[config.mk]
export PLATFORM = sky130hd
export DESIGN_NAME = adc_channel_scan_sequencer
export DESIGN_NICKNAME = d
export VERILOG_FILES = /design/src/hw/rtl/acss_pkg.sv /design/src/hw/rtl/adc_channel_scan_sequencer.sv /design/src/hw/rtl/acss_cfg_regs.sv /design/src/hw/rtl/acss_scan_core.sv
export SDC_FILE = /design/constraint.sdc
export NUM_CORES = 1
export LEC_CHECK = 0
export BUFFER_PORTS_ARGS = -buffer_cell sky130_fd_sc_hd__buf_2
export CELL_PAD_IN_SITES_DETAIL_PLACEMENT = 0
export CELL_PAD_IN_SITES_GLOBAL_PLACEMENT = 1
export CORE_ASPECT_RATIO = 1.2
export CORE_MARGIN = 4
export CORE_UTILIZATION = 52
export CTS_BUF_LIST = sky130_fd_sc_hd__clkbuf_8
export DETAILED_ROUTE_END_ITERATION = 8
export PLACE_DENSITY_LB_ADDON = 0.1
export SYNTH_ARGS = -nofsm -noshare
export SYNTH_HDL_FRONTEND = slang
export SYNTH_HIERARCHICAL = 1
export SYNTH_SLANG_ARGS = --single-unit
[constraint.sdc]
create_clock -name aclk -period 11.71 [get_ports aclk]
set_input_delay 0.5855 -clock aclk [delete_from_list [all_inputs] [get_ports aclk]]
set_output_delay 0.5855 -clock aclk [all_outputs]
set_load 0.05 [all_outputs]
[src/hw/rtl/acss_pkg.sv]
package acss_pkg;

    localparam int NUM_CHANNELS_DEF = 5;

    localparam int CONV_W   = 10;
    localparam int CH_W     = 3;
    localparam int EN_W     = 5;
    localparam int SETTLE_W = 4;
    localparam int TOTAL_W  = 16;
    localparam int COUNT_W  = 6;
    localparam int CFG_W    = 6;
    localparam int INDEX_W  = 3;

    typedef enum logic [INDEX_W-1:0] {
        REG_CHANNEL_ENABLE  = 3'd0,
        REG_DISCARD_COUNT   = 3'd1,
        REG_CURRENT_SAMPLES = 3'd2,
        REG_VOLTAGE_SAMPLES = 3'd3,
        REG_OTHER_SAMPLES   = 3'd4
    } reg_index_t;

    localparam logic [CH_W-1:0] CH_CURRENT = 3'd0;
    localparam logic [CH_W-1:0] CH_VOLTAGE = 3'd1;

    localparam logic [CH_W-1:0] PIN_CURRENT = 3'd1;
    localparam logic [CH_W-1:0] PIN_VOLTAGE = 3'd0;

    localparam logic [EN_W-1:0]     ENABLE_RST  = 5'h3;
    localparam logic [SETTLE_W-1:0] DISCARD_RST = 4'd3;
    localparam logic [COUNT_W-1:0]  CURRENT_RST = 6'd50;
    localparam logic [COUNT_W-1:0]  VOLTAGE_RST = 6'd8;
    localparam logic [COUNT_W-1:0]  OTHER_RST   = 6'd1;

    typedef struct packed {
        logic [EN_W-1:0]     channel_enable;
        logic [SETTLE_W-1:0] discard_count;
        logic [COUNT_W-1:0]  current_samples;
        logic [COUNT_W-1:0]  voltage_samples;
        logic [COUNT_W-1:0]  other_samples;
    } cfg_t;

    typedef struct packed {
        logic [CH_W-1:0]    done_channel;
        logic [TOTAL_W-1:0] sum_total;
        logic [COUNT_W-1:0] sum_count;
        logic               queued;
        logic [CH_W-1:0]    next_channel;
        logic [CH_W-1:0]    mux_pin;
    } result_t;

    function automatic logic [CH_W-1:0] chan_pin(input logic [CH_W-1:0] ch);
        logic [CH_W-1:0] pin;
        unique case (ch)
            CH_CURRENT: pin = PIN_CURRENT;
            CH_VOLTAGE: pin = PIN_VOLTAGE;
            default:    pin = ch;
        endcase
        return pin;
    endfunction

endpackage

[src/hw/rtl/adc_channel_scan_sequencer.sv]
// Channel  Ports                                      Direction
// input    s_valid s_ready s_conv_value               one conversion per beat, in
// result   m_valid m_ready m_done_channel m_sum_total  one finished channel per beat, out
//          m_sum_count m_queued m_next_channel m_mux_pin
// config   cfg_wr_en cfg_index cfg_wdata              register write, in
//
// One conversion beat is taken every cycle while s_ready is high.
// The state update and the round-robin search sit between the input and result registers.
// Reset is synchronous and active low; it restores the register defaults and channel zero.
// A stalled result holds the result register; s_ready drops only when both registers are full.
module adc_channel_scan_sequencer
    import acss_pkg::*;
#(
    parameter int NUM_CHANNELS = NUM_CHANNELS_DEF
) (
    input  logic               aclk,
    input  logic               aresetn,
    input  logic               cfg_wr_en,
    input  logic [INDEX_W-1:0] cfg_index,
    input  logic [CFG_W-1:0]   cfg_wdata,
    input  logic               s_valid,
    output logic               s_ready,
    input  logic [CONV_W-1:0]  s_conv_value,
    output logic               m_valid,
    input  logic               m_ready,
    output logic [CH_W-1:0]    m_done_channel,
    output logic [TOTAL_W-1:0] m_sum_total,
    output logic [COUNT_W-1:0] m_sum_count,
    output logic               m_queued,
    output logic [CH_W-1:0]    m_next_channel,
    output logic [CH_W-1:0]    m_mux_pin
);

    cfg_t    cfg;
    result_t res;
    logic    res_hit;
    logic    advance;

    logic              in_valid_reg, in_valid_next;
    logic [CONV_W-1:0] conv_reg;
    logic              out_valid_reg, out_valid_next;
    result_t           out_reg;

    acss_cfg_regs u_cfg_regs (
        .aclk      (aclk),
        .aresetn   (aresetn),
        .cfg_wr_en (cfg_wr_en),
        .cfg_index (cfg_index),
        .cfg_wdata (cfg_wdata),
        .cfg       (cfg)
    );

    acss_scan_core #(
        .NUM_CHANNELS (NUM_CHANNELS)
    ) u_scan_core (
        .aclk       (aclk),
        .aresetn    (aresetn),
        .cfg        (cfg),
        .step       (advance),
        .conv_value (conv_reg),
        .res_hit    (res_hit),
        .res        (res)
    );

    assign advance = in_valid_reg && (!out_valid_reg || m_ready);
    assign s_ready = !in_valid_reg || advance;

    always_comb begin
        in_valid_next = in_valid_reg;
        if (s_valid && s_ready) begin
            in_valid_next = 1'b1;
        end else if (advance) begin
            in_valid_next = 1'b0;
        end
        out_valid_next = out_valid_reg;
        if (advance && res_hit) begin
            out_valid_next = 1'b1;
        end else if (m_ready) begin
            out_valid_next = 1'b0;
        end
    end

    always_ff @(posedge aclk) begin
        if (!aresetn) begin
            in_valid_reg  <= 1'b0;
            out_valid_reg <= 1'b0;
        end else begin
            in_valid_reg  <= in_valid_next;
            out_valid_reg <= out_valid_next;
        end
    end

    always_ff @(posedge aclk) begin
        if (s_valid && s_ready) begin
            conv_reg <= s_conv_value;
        end
        if (advance && res_hit) begin
            out_reg <= res;
        end
    end

    assign m_valid        = out_valid_reg;
    assign m_done_channel = out_reg.done_channel;
    assign m_sum_total    = out_reg.sum_total;
    assign m_sum_count    = out_reg.sum_count;
    assign m_queued       = out_reg.queued;
    assign m_next_channel = out_reg.next_channel;
    assign m_mux_pin      = out_reg.mux_pin;

endmodule

[src/hw/rtl/acss_cfg_regs.sv]
module acss_cfg_regs
    import acss_pkg::*;
(
    input  logic               aclk,
    input  logic               aresetn,
    input  logic               cfg_wr_en,
    input  logic [INDEX_W-1:0] cfg_index,
    input  logic [CFG_W-1:0]   cfg_wdata,
    output cfg_t               cfg
);

    cfg_t cfg_reg;
    cfg_t cfg_next;

    always_comb begin
        cfg_next = cfg_reg;
        if (cfg_wr_en) begin
            unique case (cfg_index)
                REG_CHANNEL_ENABLE:  cfg_next.channel_enable  = cfg_wdata[EN_W-1:0];
                REG_DISCARD_COUNT:   cfg_next.discard_count   = cfg_wdata[SETTLE_W-1:0];
                REG_CURRENT_SAMPLES: cfg_next.current_samples = cfg_wdata[COUNT_W-1:0];
                REG_VOLTAGE_SAMPLES: cfg_next.voltage_samples = cfg_wdata[COUNT_W-1:0];
                REG_OTHER_SAMPLES:   cfg_next.other_samples   = cfg_wdata[COUNT_W-1:0];
                default:             cfg_next = cfg_reg;
            endcase
        end
    end

    always_ff @(posedge aclk) begin
        if (!aresetn) begin
            cfg_reg.channel_enable  <= ENABLE_RST;
            cfg_reg.discard_count   <= DISCARD_RST;
            cfg_reg.current_samples <= CURRENT_RST;
            cfg_reg.voltage_samples <= VOLTAGE_RST;
            cfg_reg.other_samples   <= OTHER_RST;
        end else begin
            cfg_reg <= cfg_next;
        end
    end

    assign cfg = cfg_reg;

endmodule

[src/hw/rtl/acss_scan_core.sv]
module acss_scan_core
    import acss_pkg::*;
#(
    parameter int NUM_CHANNELS = NUM_CHANNELS_DEF
) (
    input  logic              aclk,
    input  logic              aresetn,
    input  cfg_t              cfg,
    input  logic              step,
    input  logic [CONV_W-1:0] conv_value,
    output logic              res_hit,
    output result_t           res
);

    localparam logic [CH_W:0] NUM_CH = (CH_W+1)'(NUM_CHANNELS);

    logic [CH_W-1:0]     active_reg, active_next;
    logic [SETTLE_W-1:0] settle_reg, settle_next;
    logic [TOTAL_W-1:0]  total_reg, total_next;
    logic [COUNT_W-1:0]  count_reg, count_next;

    logic [(1<<CH_W)-1:0] enable_ext;
    logic [TOTAL_W-1:0]   sum;
    logic [COUNT_W-1:0]   cnt;
    logic [COUNT_W-1:0]   target;
    logic [CH_W-1:0]      nxt;
    logic                 found;
    logic [CH_W:0]        cand;

    assign enable_ext = {{((1<<CH_W)-EN_W){1'b0}}, cfg.channel_enable};

    // Round-robin search: first enabled channel after the active one, else channel zero.
    always_comb begin
        nxt   = CH_CURRENT;
        found = 1'b0;
        cand  = '0;
        for (int k = 1; k <= NUM_CHANNELS; k++) begin
            cand = {1'b0, active_reg} + (CH_W+1)'(k);
            if (cand >= NUM_CH) begin
                cand = cand - NUM_CH;
            end
            if (!found && enable_ext[cand[CH_W-1:0]]) begin
                found = 1'b1;
                nxt   = cand[CH_W-1:0];
            end
        end
    end

    always_comb begin
        case (active_reg)
            CH_CURRENT: target = cfg.current_samples;
            CH_VOLTAGE: target = cfg.voltage_samples;
            default:    target = cfg.other_samples;
        endcase
    end

    assign sum = total_reg + {{(TOTAL_W-CONV_W){1'b0}}, conv_value};
    assign cnt = count_reg + COUNT_W'(1);

    always_comb begin
        active_next = active_reg;
        settle_next = settle_reg;
        total_next  = total_reg;
        count_next  = count_reg;
        res_hit     = 1'b0;
        if (settle_reg < cfg.discard_count) begin
            settle_next = settle_reg + SETTLE_W'(1);
        end else if (cnt >= target) begin
            res_hit     = 1'b1;
            active_next = nxt;
            settle_next = '0;
            total_next  = '0;
            count_next  = '0;
        end else begin
            total_next = sum;
            count_next = cnt;
        end
    end

    assign res.done_channel = active_reg;
    assign res.sum_total    = sum;
    assign res.sum_count    = cnt;
    assign res.queued       = enable_ext[active_reg];
    assign res.next_channel = nxt;
    assign res.mux_pin      = chan_pin(nxt);

    always_ff @(posedge aclk) begin
        if (!aresetn) begin
            active_reg <= CH_CURRENT;
            settle_reg <= '0;
            total_reg  <= '0;
            count_reg  <= '0;
        end else if (step) begin
            active_reg <= active_next;
            settle_reg <= settle_next;
            total_reg  <= total_next;
            count_reg  <= count_next;
        end
    end

endmodule

==> metrics <==
Post-CTS Setup Inserts 0; layout filler cell count ~950; DP Wirelength about 9000 um; Sequential Power Share roughly 60%; Clk Latency, worst-skew pair 0.37 ns; most common cell after layout, fill and taps aside nand2_1; share of cells above drive strength 1 16.4%; Residual DRC 0; maximum buffer depth of the clock tree 2; Antenna Cells 0; DR WL/cell roughly 17 um; Sum Neg Setup Slack 0 ns; required time worst endpoint between 10 and 15 ns; CP Class flop to flop; max-cap violation count 0; Final Instance Area 0.00630 mm^2; pin count of the biggest net entering global routing 48; post-CTS sizing 0; initial core utilization 52.9%; vias roughly 4500; core area 0.0110 mm^2; hold_buf cts 0; register area share after synthesis 41.7%; switching part of the total approximately a quarter; Synth Instances 597; EDFF count, synth 42; 1st-iter DRT viols 216; RSZ-0062 raised after global routing no; Int Pwr 461 uW; CTS root buf clkbuf_8; Clk network pwr share 32.4%; Max Fclk 189 MHz; grt ovf 0; area leader, netlist edfxtp_1; Cells after DPL 758; die area ~0.013 mm^2; Fin. Hold Viols 0; antenna viol nets, final 0; Post-Layout Cell Count roughly 770; PD cells 96.3 mW/mm^2; Yosys top cell area share 21.7%; Leak 0.00255 uW; Final #Nets 694; first-pass GRT wire length 21800 um; max reg flops 27; 1st-pass router iterations 4; CP Launch Type flop; Max FO, Critical Path 32; commonest cells after routing, fill and taps aside nand2_1 (63), dfxtp_1 (58), buf_2 (57); #FFs+latches synth 100; run status finished clean; Placed Area 0.00613 mm^2; Synth area leaders edfxtp_1 (22%), dfxtp_1 (20%), ha_1 (6.7%); crit share post-route 45.1%; top-level port count 58; die span in x 105 um; # rows 42; H-tree depth 3; combinational power share 6.0%; Post-Syn Area between 0.005 and 0.006 mm^2; CTS Buf Count 9; CTS tree yes; Final Routed Wirelength ~13000 um; worst-margin pin slew roughly 1.1 ns; Max rail drop VDD about 0.07 mV; syn avg cell area 9.74 um^2; max-slew violations 0; Max-slew headroom 26.2%; post-synth cell types 79; YS warnings 6; syn_nets 654; CTS clock-pin slew for the worst setup and hold paths ~0.10 ns; top_reg_cell synth dfxtp_1; vias in the first global route 4539; layout overhead on the synthesized area 8.35%; Die Y 124 um; initial antenna violation count 0; routability congestion estimate 0.897; Multi-input gate area 0.00315 mm^2; final setup skew 0.0155 ns; final setup fails 0; HP Class primary input to flop; Worst Setup End Kind flop; FFs w/ async S/R, synth 0%; min Tclk post-route 5.28 ns; arrival time worst endpoint around 5.3 ns; CTS Sinks 100; GR Util All Layers 21.0%; number of port buffers 57; Switch Pwr 146 uW; Vias/cell 5.83; Register Area 0.00242 mm^2
## critical path, stage by stage, from the launching register on
cell and delay (ns):
dfxtp_1 1.07, clkinv_1 0.59, ha_1 0.50, o21ai_0 0.55, a21oi_1 0.17, ha_1 0.30
a21o_1 0.10, a21o_1 0.10, a21o_1 0.10, a21o_1 0.12, a21oi_1 0.06, buf_4 0.21
nor2_1 0.13, nand2_1 0.11, nor2_4 0.75
## layer usage
metal	vias to the layer above	share of wire (%)	global-route usage, %	wire length, um
met5	-	0	0	0
met4	0	1.1	7.98	143
met3	12	2.9	3.63	372
met2	84	53	38.7	6870
met1	2172	43	24.6	5570
li1	2246	-	-	-
## area by class of cell
cell class / instances / area share (%)
tap: 132 / 2.62
clock buffer: 9 / 1.97
multi-input combinational: 441 / 50.0
clock inverter: 7 / 0.675
inverter: 26 / 1.55
sequential: 100 / 38.5
timing repair buffer: 59 / 4.77
## metrics by stage
step	setup WS, ns	power (uW)	hold WS (ns)	util [%]
after floorplan	6.96	406	0.435	-
after global placement	6.79	417	0.444	55.8
after detailed placement	6.48	418	0.450	55.8
after CTS	6.48	615	0.357	57.4
after global routing	6.02	635	0.348	57.4
final	6.43	607	0.386	57.4
## cells by family after synthesis
family,count (synthesis),share of synthesized area [%]
adder cells (fa/ha/maj),33,7.36
XOR/XNOR,19,2.86
flip-flops,100,41.7
AO/OA/AOI/OAI,138,16.9
multiplexers,40,7.62
AND/OR/NAND/NOR,211,19.3
buffers and inverters,56,4.33
## cell usage after synthesis, drive strengths merged, types with 6 or more instances
cell     n
a21boi   6
a21o     8
a21oi   38
a22oi   11
a31oi   10
and2     9
buf     11
clkbuf  19
dfxtp   58
edfxtp  42
ha      31
inv     25
mux2i   33
nand2   63
nand2b  10
nand3   22
nor2    40
nor2b   23
nor3     9
o21ai   26
xnor2   13
xor2     6
## final timing paths
| check | from | endpoint | slack, ns | cells after the start |
|---|---|---|---|---|
| worst max register to register | u_scan_core/active_reg[0] | m_sum_total[11] | 6.43 | 14 |
| worst max-delay path | u_scan_core/active_reg[0] | m_sum_total[11] | 6.43 | 14 |
| worst min-delay path | s_conv_value[5] | conv_reg[5] | 0.39 | 1 |
| worst min register to register | u_scan_core/total_reg[9] | u_scan_core/total_reg[9] | 0.46 | 2 |
## power by group through the flow
stage	sequential [uW]	combinational [uW]	clock (uW)
global placement	382	35.4	0
detailed placement	382	36.6	0
floorplan	379	26.7	0
finish	374	36.4	197
CTS	374	36.6	205
global route	375	41.1	219
Power figures use the tool's default switching activity.
